[src/sv/dbs_pkg.sv]
// ----------------------------------------------------------------------------
// dbs_pkg
// Types and constants shared by the download block sequencer.
// ----------------------------------------------------------------------------
package dbs_pkg;

    localparam int FRAME_BYTES      = 64;
    localparam int SECTOR_BYTES     = 4096;
    localparam int CRC_BYTES        = 2;
    localparam int SLOTS_PER_SECTOR = SECTOR_BYTES / FRAME_BYTES;
    localparam int FRAME_SHIFT      = $clog2(FRAME_BYTES);
    localparam int SLOT_W           = $clog2(SLOTS_PER_SECTOR);

    localparam logic [7:0]  MIN_XFER_LEN  = 8'(3 + CRC_BYTES);
    localparam logic [7:0]  MIN_REQ_LEN   = 8'd11;
    localparam logic [7:0]  EXIT_LEN      = 8'd1;
    localparam logic [31:0] SECTOR_STEP   = 32'(SECTOR_BYTES);
    localparam logic [15:0] BLOCK_LEN_RST = 16'd64;
    localparam logic [31:0] FLASH_BASE_RST = 32'h0003_2000;

    localparam int PADDR_W = 3;
    localparam logic REG_BLOCK_LEN  = 1'b0;
    localparam logic REG_FLASH_BASE = 1'b1;

    localparam logic [1:0] OP_REQUEST  = 2'd0;
    localparam logic [1:0] OP_TRANSFER = 2'd1;
    localparam logic [1:0] OP_EXIT     = 2'd2;

    typedef enum logic [2:0] {
        ST_OK    = 3'd0,
        ST_LEN   = 3'd1,
        ST_RANGE = 3'd2,
        ST_SEQ   = 3'd3,
        ST_BLOCK = 3'd4,
        ST_SUSP  = 3'd5
    } t_status;

    typedef struct packed {
        logic [1:0]  operation;
        logic [7:0]  msg_length;
        logic [7:0]  format_byte;
        logic [7:0]  length_format;
        logic [31:0] address_bytes;
        logic [31:0] size_bytes;
        logic [15:0] block_seq;
    } t_req;

    typedef struct packed {
        t_status     status;
        logic        write_payload;
        logic [5:0]  slot_index;
        logic        program_sector;
        logic [31:0] sector_address;
        logic        transfer_complete;
    } t_rsp;

    typedef struct packed {
        logic [15:0] block_payload_len;
        logic [31:0] flash_base;
    } t_cfg;

endpackage

[src/sv/download_block_sequencer_core.sv]
// ----------------------------------------------------------------------------
// download_block_sequencer_core
// Download session checker: request download, transfer data, transfer exit.
// ----------------------------------------------------------------------------
// One request item is accepted per clock while the skid stage is empty, and
// its result item is registered at the accepting edge. The session state is
// updated by a single pass of compare/add logic at the accepting edge; the
// result goes to an output register backed by a one-entry skid stage, so
// input is taken every cycle as long as the skid stage is empty and one
// stalled result is absorbed without losing throughput.
module download_block_sequencer_core (
    input  logic                        i_clk,
    input  logic                        i_rst_n,
    input  logic                        i_req_valid,
    output logic                        o_req_ready,
    input  dbs_pkg::t_req               i_req,
    output logic                        o_rsp_valid,
    input  logic                        i_rsp_ready,
    output dbs_pkg::t_rsp               o_rsp,
    input  logic                        psel,
    input  logic                        penable,
    input  logic                        pwrite,
    input  logic [dbs_pkg::PADDR_W-1:0] paddr,
    input  logic [31:0]                 pwdata,
    output logic [31:0]                 prdata,
    output logic                        pready
);

    dbs_pkg::t_cfg cfg;

    dbs_apb_regs u_regs (
        .i_clk   (i_clk),
        .i_rst_n (i_rst_n),
        .psel    (psel),
        .penable (penable),
        .pwrite  (pwrite),
        .paddr   (paddr),
        .pwdata  (pwdata),
        .prdata  (prdata),
        .pready  (pready),
        .o_cfg   (cfg)
    );

    // session state
    logic                       r_session_open, n_session_open;
    logic                       r_awaiting_exit, n_awaiting_exit;
    logic [15:0]                r_expected_seq, n_expected_seq;
    logic [15:0]                r_block_total, n_block_total;
    logic [31:0]                r_announced_size, n_announced_size;
    logic [31:0]                r_received_len, n_received_len;
    logic [dbs_pkg::SLOT_W-1:0] r_slot_count, n_slot_count;
    logic [31:0]                r_next_sector, n_next_sector;

    // output stage
    dbs_pkg::t_rsp r_out, r_skid, n_rsp;
    logic          r_out_valid, r_skid_valid;
    logic          accept, out_free;

    // request decode
    logic [3:0]  addr_cnt, size_cnt;
    logic        addr_ok, size_ok, addr_odd;
    logic [31:0] size_val;
    logic [26:0] blocks;
    logic        frac;

    // transfer decode
    logic [7:0]  pay;
    logic        pay_bad, is_repeat, seq_lt, seq_eq;
    logic [31:0] sum;
    logic [15:0] seq;

    assign accept      = i_req_valid && o_req_ready;
    assign out_free    = !r_out_valid || i_rsp_ready;
    assign o_req_ready = !r_skid_valid;
    assign o_rsp_valid = r_out_valid;
    assign o_rsp       = r_out;

    always_comb begin
        addr_cnt = i_req.length_format[7:4];
        size_cnt = i_req.length_format[3:0];
        case (addr_cnt)
            4'd1:    begin addr_ok = 1'b1; addr_odd = i_req.address_bytes[24]; end
            4'd2:    begin addr_ok = 1'b1; addr_odd = i_req.address_bytes[16]; end
            4'd4:    begin addr_ok = 1'b1; addr_odd = i_req.address_bytes[0];  end
            default: begin addr_ok = 1'b0; addr_odd = 1'b0; end
        endcase
        case (size_cnt)
            4'd1:    begin size_ok = 1'b1; size_val = {24'd0, i_req.size_bytes[31:24]}; end
            4'd2:    begin size_ok = 1'b1; size_val = {16'd0, i_req.size_bytes[31:16]}; end
            4'd4:    begin size_ok = 1'b1; size_val = i_req.size_bytes; end
            default: begin size_ok = 1'b0; size_val = 32'd0; end
        endcase
        frac   = |size_val[dbs_pkg::FRAME_SHIFT-1:0];
        blocks = 27'(size_val >> dbs_pkg::FRAME_SHIFT) + 27'(frac);
    end

    always_comb begin
        seq       = i_req.block_seq;
        pay       = i_req.msg_length - dbs_pkg::MIN_XFER_LEN;
        seq_lt    = seq < r_block_total;
        seq_eq    = seq == r_block_total;
        pay_bad   = {8'd0, pay} != cfg.block_payload_len;
        is_repeat = (r_expected_seq > 16'd1) && (seq == r_expected_seq - 16'd1);
        sum       = r_received_len + {24'd0, pay};
    end

    always_comb begin
        n_session_open   = r_session_open;
        n_awaiting_exit  = r_awaiting_exit;
        n_expected_seq   = r_expected_seq;
        n_block_total    = r_block_total;
        n_announced_size = r_announced_size;
        n_received_len   = r_received_len;
        n_slot_count     = r_slot_count;
        n_next_sector    = r_next_sector;
        n_rsp            = '0;
        n_rsp.status     = dbs_pkg::ST_OK;

        case (i_req.operation)
            dbs_pkg::OP_REQUEST: begin
                if (i_req.msg_length < dbs_pkg::MIN_REQ_LEN) begin
                    n_rsp.status = dbs_pkg::ST_LEN;
                end else if (i_req.format_byte != 8'd0 || !addr_ok || !size_ok ||
                             addr_odd || blocks > 27'd65535) begin
                    n_rsp.status = dbs_pkg::ST_RANGE;
                end else begin
                    n_session_open   = 1'b1;
                    n_awaiting_exit  = 1'b0;
                    n_expected_seq   = 16'd1;
                    n_received_len   = 32'd0;
                    n_announced_size = size_val;
                    n_block_total    = blocks[15:0];
                    n_slot_count     = '0;
                    n_next_sector    = cfg.flash_base;
                end
            end
            dbs_pkg::OP_TRANSFER: begin
                if (i_req.msg_length < dbs_pkg::MIN_XFER_LEN) begin
                    n_rsp.status = dbs_pkg::ST_LEN;
                end else if (!r_session_open) begin
                    n_rsp.status = dbs_pkg::ST_SEQ;
                end else if (is_repeat) begin
                    if ((seq_lt && pay_bad) ||
                        (seq_eq && r_received_len != r_announced_size)) begin
                        n_rsp.status = dbs_pkg::ST_LEN;
                    end else begin
                        n_rsp.write_payload = 1'b1;
                        n_rsp.slot_index    = 6'(r_slot_count - 1'b1);
                        if (r_slot_count == '0) begin
                            n_rsp.program_sector = 1'b1;
                            n_rsp.sector_address = r_next_sector - dbs_pkg::SECTOR_STEP;
                        end
                    end
                end else if (r_awaiting_exit) begin
                    n_rsp.status = dbs_pkg::ST_SEQ;
                end else if (seq != r_expected_seq) begin
                    n_rsp.status = dbs_pkg::ST_BLOCK;
                end else if (seq_lt && pay_bad) begin
                    n_rsp.status = dbs_pkg::ST_LEN;
                end else if ((seq_lt && sum >= r_announced_size) ||
                             (seq_eq && sum != r_announced_size)) begin
                    n_rsp.status = dbs_pkg::ST_SUSP;
                end else begin
                    n_received_len      = sum;
                    n_expected_seq      = r_expected_seq + 16'd1;
                    n_rsp.write_payload = 1'b1;
                    n_rsp.slot_index    = 6'(r_slot_count);
                    n_slot_count        = r_slot_count + 1'b1;
                    if (!seq_lt || r_slot_count == '1) begin
                        n_rsp.program_sector = 1'b1;
                        n_rsp.sector_address = r_next_sector;
                        n_next_sector        = r_next_sector + dbs_pkg::SECTOR_STEP;
                        n_slot_count         = '0;
                    end
                    if (sum == r_announced_size) begin
                        n_awaiting_exit = 1'b1;
                    end
                end
            end
            dbs_pkg::OP_EXIT: begin
                if (i_req.msg_length != dbs_pkg::EXIT_LEN) begin
                    n_rsp.status = dbs_pkg::ST_LEN;
                end else if (!r_awaiting_exit) begin
                    n_rsp.status = dbs_pkg::ST_SEQ;
                end else begin
                    n_session_open   = 1'b0;
                    n_awaiting_exit  = 1'b0;
                    n_expected_seq   = 16'd1;
                    n_block_total    = 16'd0;
                    n_received_len   = 32'd0;
                    n_announced_size = 32'd0;
                end
            end
            default: n_rsp.status = dbs_pkg::ST_SEQ;
        endcase

        n_rsp.transfer_complete = n_awaiting_exit;
    end

    always_ff @(posedge i_clk) begin
        if (!i_rst_n) begin
            r_session_open   <= 1'b0;
            r_awaiting_exit  <= 1'b0;
            r_expected_seq   <= 16'd1;
            r_block_total    <= 16'd0;
            r_announced_size <= 32'd0;
            r_received_len   <= 32'd0;
            r_slot_count     <= '0;
            r_next_sector    <= dbs_pkg::FLASH_BASE_RST;
            r_out_valid      <= 1'b0;
            r_skid_valid     <= 1'b0;
        end else begin
            if (accept) begin
                r_session_open   <= n_session_open;
                r_awaiting_exit  <= n_awaiting_exit;
                r_expected_seq   <= n_expected_seq;
                r_block_total    <= n_block_total;
                r_announced_size <= n_announced_size;
                r_received_len   <= n_received_len;
                r_slot_count     <= n_slot_count;
                r_next_sector    <= n_next_sector;
            end
            if (r_skid_valid) begin
                if (i_rsp_ready) begin
                    r_skid_valid <= 1'b0;
                end
            end else if (accept) begin
                if (out_free) begin
                    r_out_valid <= 1'b1;
                end else begin
                    r_skid_valid <= 1'b1;
                end
            end else if (i_rsp_ready) begin
                r_out_valid <= 1'b0;
            end
        end
    end

    always_ff @(posedge i_clk) begin
        if (r_skid_valid) begin
            if (i_rsp_ready) begin
                r_out <= r_skid;
            end
        end else if (accept) begin
            if (out_free) begin
                r_out <= n_rsp;
            end else begin
                r_skid <= n_rsp;
            end
        end
    end

    a_skid_behind_out: assert property (@(posedge i_clk) disable iff (!i_rst_n)
        r_skid_valid |-> r_out_valid)
        else $error("skid entry held without output entry");

    a_exit_in_session: assert property (@(posedge i_clk) disable iff (!i_rst_n)
        r_awaiting_exit |-> r_session_open)
        else $error("awaiting exit outside an open session");

    a_prog_with_write: assert property (@(posedge i_clk) disable iff (!i_rst_n)
        (o_rsp_valid && o_rsp.program_sector) |-> o_rsp.write_payload)
        else $error("sector program without block write");

    a_idle_fields_zero: assert property (@(posedge i_clk) disable iff (!i_rst_n)
        (o_rsp_valid && !o_rsp.write_payload) |->
            (o_rsp.slot_index == 6'd0 && o_rsp.sector_address == 32'd0))
        else $error("slot or sector address set on a rejected item");

    a_err_no_write: assert property (@(posedge i_clk) disable iff (!i_rst_n)
        (o_rsp_valid && o_rsp.status != dbs_pkg::ST_OK) |-> !o_rsp.write_payload)
        else $error("block write on an error status");

endmodule

[src/sv/dbs_apb_regs.sv]
// ----------------------------------------------------------------------------
// dbs_apb_regs
// APB register file: block payload length and flash base address.
// ----------------------------------------------------------------------------
module dbs_apb_regs (
    input  logic                        i_clk,
    input  logic                        i_rst_n,
    input  logic                        psel,
    input  logic                        penable,
    input  logic                        pwrite,
    input  logic [dbs_pkg::PADDR_W-1:0] paddr,
    input  logic [31:0]                 pwdata,
    output logic [31:0]                 prdata,
    output logic                        pready,
    output dbs_pkg::t_cfg               o_cfg
);

    logic [15:0] r_block_len;
    logic [31:0] r_flash_base;
    logic        reg_sel;
    logic        wr_en;

    assign pready  = 1'b1;
    assign reg_sel = paddr[2];
    assign wr_en   = psel && penable && pwrite && pready;

    always_ff @(posedge i_clk) begin
        if (!i_rst_n) begin
            r_block_len  <= dbs_pkg::BLOCK_LEN_RST;
            r_flash_base <= dbs_pkg::FLASH_BASE_RST;
        end else if (wr_en) begin
            unique case (reg_sel)
                dbs_pkg::REG_BLOCK_LEN:  r_block_len  <= pwdata[15:0];
                dbs_pkg::REG_FLASH_BASE: r_flash_base <= pwdata;
                default: ;
            endcase
        end
    end

    always_comb begin
        unique case (reg_sel)
            dbs_pkg::REG_BLOCK_LEN:  prdata = {16'd0, r_block_len};
            dbs_pkg::REG_FLASH_BASE: prdata = r_flash_base;
            default:                 prdata = 32'd0;
        endcase
    end

    assign o_cfg.block_payload_len = r_block_len;
    assign o_cfg.flash_base        = r_flash_base;

endmodule
[config.mk]
export PLATFORM = sky130hd
export DESIGN_NAME = download_block_sequencer_core
export DESIGN_NICKNAME = d
export VERILOG_FILES = /design/src/sv/dbs_pkg.sv /design/src/sv/download_block_sequencer_core.sv /design/src/sv/dbs_apb_regs.sv
export SDC_FILE = /design/constraint.sdc
export NUM_CORES = 1
export LEC_CHECK = 0
export ABC_AREA = 0
export BUFFER_PORTS_ARGS = -buffer_cell sky130_fd_sc_hd__buf_2
export CELL_PAD_IN_SITES_DETAIL_PLACEMENT = 1
export CELL_PAD_IN_SITES_GLOBAL_PLACEMENT = 2
export CORE_UTILIZATION = 38
export CTS_CLUSTER_DIAMETER = 50
export CTS_CLUSTER_SIZE = 40
export DETAILED_ROUTE_END_ITERATION = 7
export PLACE_DENSITY = 0.86
export SLEW_MARGIN = 20
export SYNTH_ARGS = -nofsm -noshare
export SYNTH_HDL_FRONTEND = slang
export SYNTH_SLANG_ARGS = --single-unit
[constraint.sdc]
create_clock -name i_clk -period 18.8 [get_ports i_clk]
set_input_delay 2.82 -clock i_clk [delete_from_list [all_inputs] [get_ports i_clk]]
set_output_delay 2.82 -clock i_clk [all_outputs]
set_load 0.02 [all_outputs]
# Yosys cells after proc, flatten, opt, wreduce, memory -nomap -nowiden
# Cells that the tools add are included.
totals:
  regBits: 274
  inputBits: 148
  out_inout_bits: 79
  elab_cells: 225
op_classes:
  addsub: 9
  magnitude_cmp: 6
  eq_ne: 31
  muxes: 110
  bitwise: 3
  n_reduce_logical: 42
op_table:
  columns: ["cell", "count"]
  rows:
  - ["$mux W32", 23]
  - ["$mux W40", 8]
  - ["$mux W16", 15]
  - ["$pmux W32 S2", 3]
  - ["$pmux W32 S3", 2]
  - ["$mux W44", 4]
  - ["$mux W33", 2]
  - ["$ne A32 B32 Y1", 2]
  - ["$mux W6", 10]
  - ["$pmux W16 S3", 1]
  - ["$mux W43", 1]
  - ["$add A32 B13 Y32 const B", 1]
  - ["$add A32 B8 Y32", 1]
  - ["$eq A16 B16 Y1", 2]
  - ["$eq A32 B32 Y1", 1]
  - ["$ge A32 B32 Y1", 1]
  - ["$pmux W16 S2", 1]
  - ["$sub A32 B13 Y32 const B", 1]
  - ["$add A26 B1 Y27", 1]
  - ["$gt A27 B16 Y1 const B", 1]
  - ["$ne A2 B2 Y1 const B", 13]
  - ["$mux W1", 25]
  - ["$mux W3", 6]
  - ["$add A16 B1 Y16 const B", 1]
  - ["40 further kinds", 75]

# Depth between registers and ports, before layout
depth:
  ltp_word: 16
  ltp_mapped: 29
  depth_no_buf: 26

# Hierarchy
# From an unflattened synthesis, not the netlist that was laid out.
hier_totals:
  cells_unflattened: 1859
  area_unflattened_um2: 16453.3
by_module_without_submodules:
  columns: ["mod", "n_inst", "cells_each", "area_per_inst_um2"]
  rows:
  - ["download_block_sequencer_core", 1, 1626, 14221.1]
  - ["dbs_apb_regs", 1, 233, 2232.1]

# Worst setup path before layout
# No wires, ideal clock.
synth_timing:
  path_type: "input-to-reg"
  from: "input i_req[102] in the netlist's numbering"
  to: "register r_out (netlist bit o_rsp[33]), data pin"
  arrival_time_ns: 8.127
  path_slack_ns: 10.403
  stages: 24
  n_path_buf: 3
  path_cell_list: "clkbuf_1 or3_1 nor3_1 xor2_1 ha_1 a21oi_1 a2111oi_0 and3_1 nand3_1 xnor2_1 ha_1 nand4_1 nor4_1 and3_1 and4b_1 a41o_1 nand2_1 nor2_1 nor2_1 inv_1 o21ai_0 clkbuf_1 buf_1 o21ai_0"
synth_between:
  elab_chain_len: 16
  word_cells_on_any_way: 23
  cone_classes: "add/sub (2); order compare (2); eq/ne (2); mux (12); reduce/logical (5)"
synth_lines:
  columns: ["element", "line", "text"]
  rows:
  - ["start, declared", "download_block_sequencer_core.sv:16", "input dbs_pkg::t_req i_req,"]
  - ["$sub A8 B3 Y8", "download_block_sequencer_core.sv:99", "pay = i_req.msg_length - dbs_pkg::MIN_XFER_LEN;"]
  - ["$add A32 B8 Y32", "download_block_sequencer_core.sv:104", "sum = r_received_len + {24'd0, pay};"]
  - ["$ge A32 B32 Y1 / $ne A32 B32 Y1 (equally long branches)", "download_block_sequencer_core.sv:160, download_block_sequencer_core.sv:161", null]
  - ["$logic_and A1 B1 Y1, on equally long branches", "download_block_sequencer_core.sv:160, download_block_sequencer_core.sv:161", null]
  - ["$logic_or A1 B1 Y1", "download_block_sequencer_core.sv:160", "end else if ((seq_lt && sum >= r_announced_size) ||"]
  - ["$mux W40", "download_block_sequencer_core.sv:160", null]
  - ["$mux W40", "download_block_sequencer_core.sv:158", "end else if (seq_lt && pay_bad) begin"]
  - ["$mux W40", "download_block_sequencer_core.sv:156", "end else if (seq != r_expected_seq) begin"]
  - ["$mux W40", "download_block_sequencer_core.sv:154", "end else if (r_awaiting_exit) begin"]
  - ["$mux W43", "download_block_sequencer_core.sv:142", "end else if (is_repeat) begin"]
  - ["$mux W40", "download_block_sequencer_core.sv:140", "end else if (!r_session_open) begin"]
  - ["$mux W40 (*)", "download_block_sequencer_core.sv:138", "if (i_req.msg_length < dbs_pkg::MIN_XFER_LEN) begin"]
  - ["$mux W40 (*)", "download_block_sequencer_core.sv:119", "case (i_req.operation)"]
  - ["$mux W44 (*)", "download_block_sequencer_core.sv:245", "if (out_free) begin"]
  - ["$mux W44 (*)", "download_block_sequencer_core.sv:244", "end else if (accept) begin"]
  - ["$mux W44 (*)", "download_block_sequencer_core.sv:240", "if (r_skid_valid) begin"]
  - ["end signal, assigned", "download_block_sequencer_core.sv:242", "r_out <= r_skid;"]
  - ["end signal, assigned", "download_block_sequencer_core.sv:246", "r_out <= n_rsp;"]
  - ["end, declared", "download_block_sequencer_core.sv:55", "dbs_pkg::t_rsp r_out, r_skid, n_rsp;"]
# Every way passes the cells marked *; elsewhere a longest branch is shown, timed or not. The select of a mux whose other input is x is not followed.
# A chain may end at the register's enable or synchronous reset.

# Worst setup path in the final report
layout_timing:
  from: "input i_req[96] in the netlist's numbering"
  to: "register r_out (netlist bit o_rsp[7]), data pin"
# The elaborated chain is that of the path after synthesis.

==> summary.txt <==
RSZ-0062 raised after global routing -> no
clk_lat worst skew -> 0.55 ns
number of global-route vias before repair -> 14600
Final WS setup -> 8.94 ns
Layout area overhead -> 15.5%
CTS tree -> done
R2R depth -> 23
Pre-antenna DRT Iters -> 8
CTS Buf Count -> 36
final WL -> 53100 microns
clk buf depth -> 3
CP max FO -> 66
Max Fclk -> 101 MHz
post-CTS setup buffer count -> 0
Final Hold Violating Endpoints -> 0
CP Data Required Time -> 19.06 ns
Final Wtd Congestion -> 0.884
Worst-Margin Slew -> 1.06 ns
status -> finished clean
post-synth net total -> 2168
Post-synth EDFFs -> 88
Relative slew margins -> 29.2%
gr ovfl total -> 0
Die Area -> 44300 sq um
clock-pin slew of the registers on the worst-case setup and hold paths -> 0.07 ns
Top FF cell, synth -> dfxtp_1
Max Cap Viol -> 0
CP startpoint kind -> input pin
Post-CTS Hold Buffers -> 0
Clock Skews -> 0.0218 ns
vias per cell -> 5.54
#FFs+latches synth -> 274
peak supply drop -> 46.0 uV
final setup TNS -> 0 ns
Mapped Area -> 16500 sq um
Initial Utilization -> 38.5%
vias -> 14800
IO Pins -> 227
DR DRC count -> 0
Crit. End Element -> flop
DRT antenna net count -> 0
reg2reg setup slack -> 11.85 ns
FF-to-FF Start -> r_received_len[1]
Root Driver -> clkbuf_16
register area share after synthesis -> 38.5%
Detail Placement HPWL -> 39100 microns
worst r2r dst -> o_rsp[7]
crit-path max cell delay -> 0.68 ns
Crit-path slowest cell -> nor3b_1
Detailed Route Iter0 Violations -> 893
leakage -> 0.00704 uW
max-slew violations -> 0
largest net degree at the start of global routing -> 87
first-pass GRT wire length -> 82900 microns
yosys warns -> 0
initial antenna violation count -> 5
Setup CP Type -> in2reg
P per Cell Area -> 76.0 nW/um^2
min-delay src -> r_block_total[7]
syn avg cell area -> 8.48 sq um
Hold Path Class -> reg2reg
Finished Cell Area -> 19100 sq um
period utilization -> 52.4%
crit-path most repeated cell -> nor2_1
Port Buffers -> 194
Setup-failing EPs final -> 0
Post-Synthesis Cells -> 1948
Die Y -> 211 microns
# rows -> 76
Post-Place Setup Slack -> 8.35 ns
most frequent cells in the layout -> nand2_1 (258), buf_2 (194), dfxtp_1 (185)
fraction of layout cells with a size suffix above 1 -> 15.3%
min Tclk post-route -> 9.86 ns
drt wl/cell -> 19.8 microns
Placement Cell Area -> 17900 sq um
Finished Core Util -> 44.4%
commonest non-fill, non-tap cell in the layout -> nand2_1
Worst Path Arrival -> 10.12 ns
final net count -> 2284
Die Width -> 211 microns
quantity of gates resized following cts -> 0
htree depth -> 2
Core ar. -> 43000 sq um
Min-Delay Path Depth -> 2
Cell variety after synth -> 77
fraction of registers with async set/reset -> 0%
Worst Hold End -> r_block_total[7]
Overall Global Routing Usage -> 23.7%
TritonCTS Sinks -> 274
==> layout make-up <==
| cell class | instances | area, sq um |
|---|---|---|
| diodes | 2 | 5.00 |
| clock buffers | 40 | 936 |
| clock inverters | 24 | 280 |
| fillers | 5177 | 23900 |
| inverters | 96 | 360 |
| multi-input cells | 1447 | 9330 |
| flip-flops and latches | 274 | 6370 |
| well taps | 585 | 732 |
| repair buffers | 209 | 1080 |
==> Yosys cell counts, types with 12 or more instances <==
| cell | count | area, sq um |
|---|---|---|
| a21boi_0 | 62 | 465 |
| a21boi_1 | 18 | 135 |
| a21oi_1 | 112 | 561 |
| a22oi_1 | 17 | 128 |
| and2_1 | 25 | 156 |
| and3_1 | 23 | 144 |
| clkbuf_1 | 111 | 417 |
| dfxtp_1 | 186 | 3720 |
| edfxtp_1 | 88 | 2640 |
| ha_1 | 71 | 888 |
| inv_1 | 96 | 360 |
| mux2_2 | 21 | 236 |
| mux2i_1 | 13 | 130 |
| nand2_1 | 258 | 968 |
| nand2b_1 | 20 | 125 |
| nand3_1 | 60 | 300 |
| nand4_1 | 38 | 238 |
| nor2_1 | 128 | 480 |
| nor2b_1 | 26 | 163 |
| nor3_1 | 33 | 165 |
| nor4_1 | 20 | 125 |
| o21ai_0 | 81 | 405 |
| o311ai_0 | 18 | 158 |
| o31ai_1 | 53 | 398 |
| or3_1 | 45 | 282 |
| or4_1 | 12 | 90.1 |
| xnor2_1 | 89 | 780 |
| xor2_1 | 47 | 412 |
==> registers in the layout, indices dropped and copies added (netlist names), 32 cells and up <==
register,flops
r_skid,44
o_rsp,44
r_received_len,32
u_regs.r_flash_base,32
r_announced_size,32
r_next_sector,32
==> where the power goes <==
| part | internal (uW) | switching, uW | total (uW) |
|---|---|---|---|
| combinational | 41.6 | 78.5 | 120 |
| clock | 403 | 304 | 707 |
| sequential | 619 | 4.89 | 624 |
==> worst max path at each step <==
stage                     startpoint         to  cells past startpoint
after floorplan           i_req[102]  o_rsp[33]                     24
after global placement     i_req[96]   o_rsp[7]                     28
after detailed placement   i_req[96]   o_rsp[6]                     28
after CTS                  i_req[96]   o_rsp[7]                     28
after global routing       i_req[96]   o_rsp[7]                     28
final                      i_req[96]   o_rsp[7]                     28
==> through the flow <==
step	cells	total power [uW]	hold WS [ns]
6_report	2677	1450	0.453
5_1_grt	2677	1500	0.478
4_1_cts	2675	1470	0.457
3_5_place_dp	2611	756	0.452
3_3_place_gp	2611	753	0.441
2_1_floorplan	1948	705	0.431
==> cells by family after synthesis <==
kind of cell             Yosys count  share of synthesized area (%)
AND/OR/NAND/NOR                  741                           22.4
adder cells (fa/ha/maj)           73                           5.56
flip-flops                       274                           38.5
AO/OA/AOI/OAI                    461                           18.7
multiplexers                      34                           2.22
XOR/XNOR                         137                           7.34
buffers and inverters            227                           5.25
other                              1                         0.0227
==> worst max-delay path: cells and delay by family <==
family                   cells  cell delay, ns
AND/OR/NAND/NOR             13            3.82
AO/OA/AOI/OAI                6            1.24
buffers and inverters        4            1.04
adder cells (fa/ha/maj)      3            0.89
XOR/XNOR                     2            0.29
==> per-layer routing <==
| metal | part of all wire (%) | GRT usage, % | wire (microns) |
|---|---|---|---|
| met1 | 51 | 36.4 | 27000 |
| met2 | 42 | 34.5 | 22400 |
| met3 | 5.2 | 3.16 | 2750 |
| met4 | 1.6 | 5.85 | 830 |
| met5 | 0.049 | 0 | 26 |
Note: power is estimated with default switching activity, not from simulation.
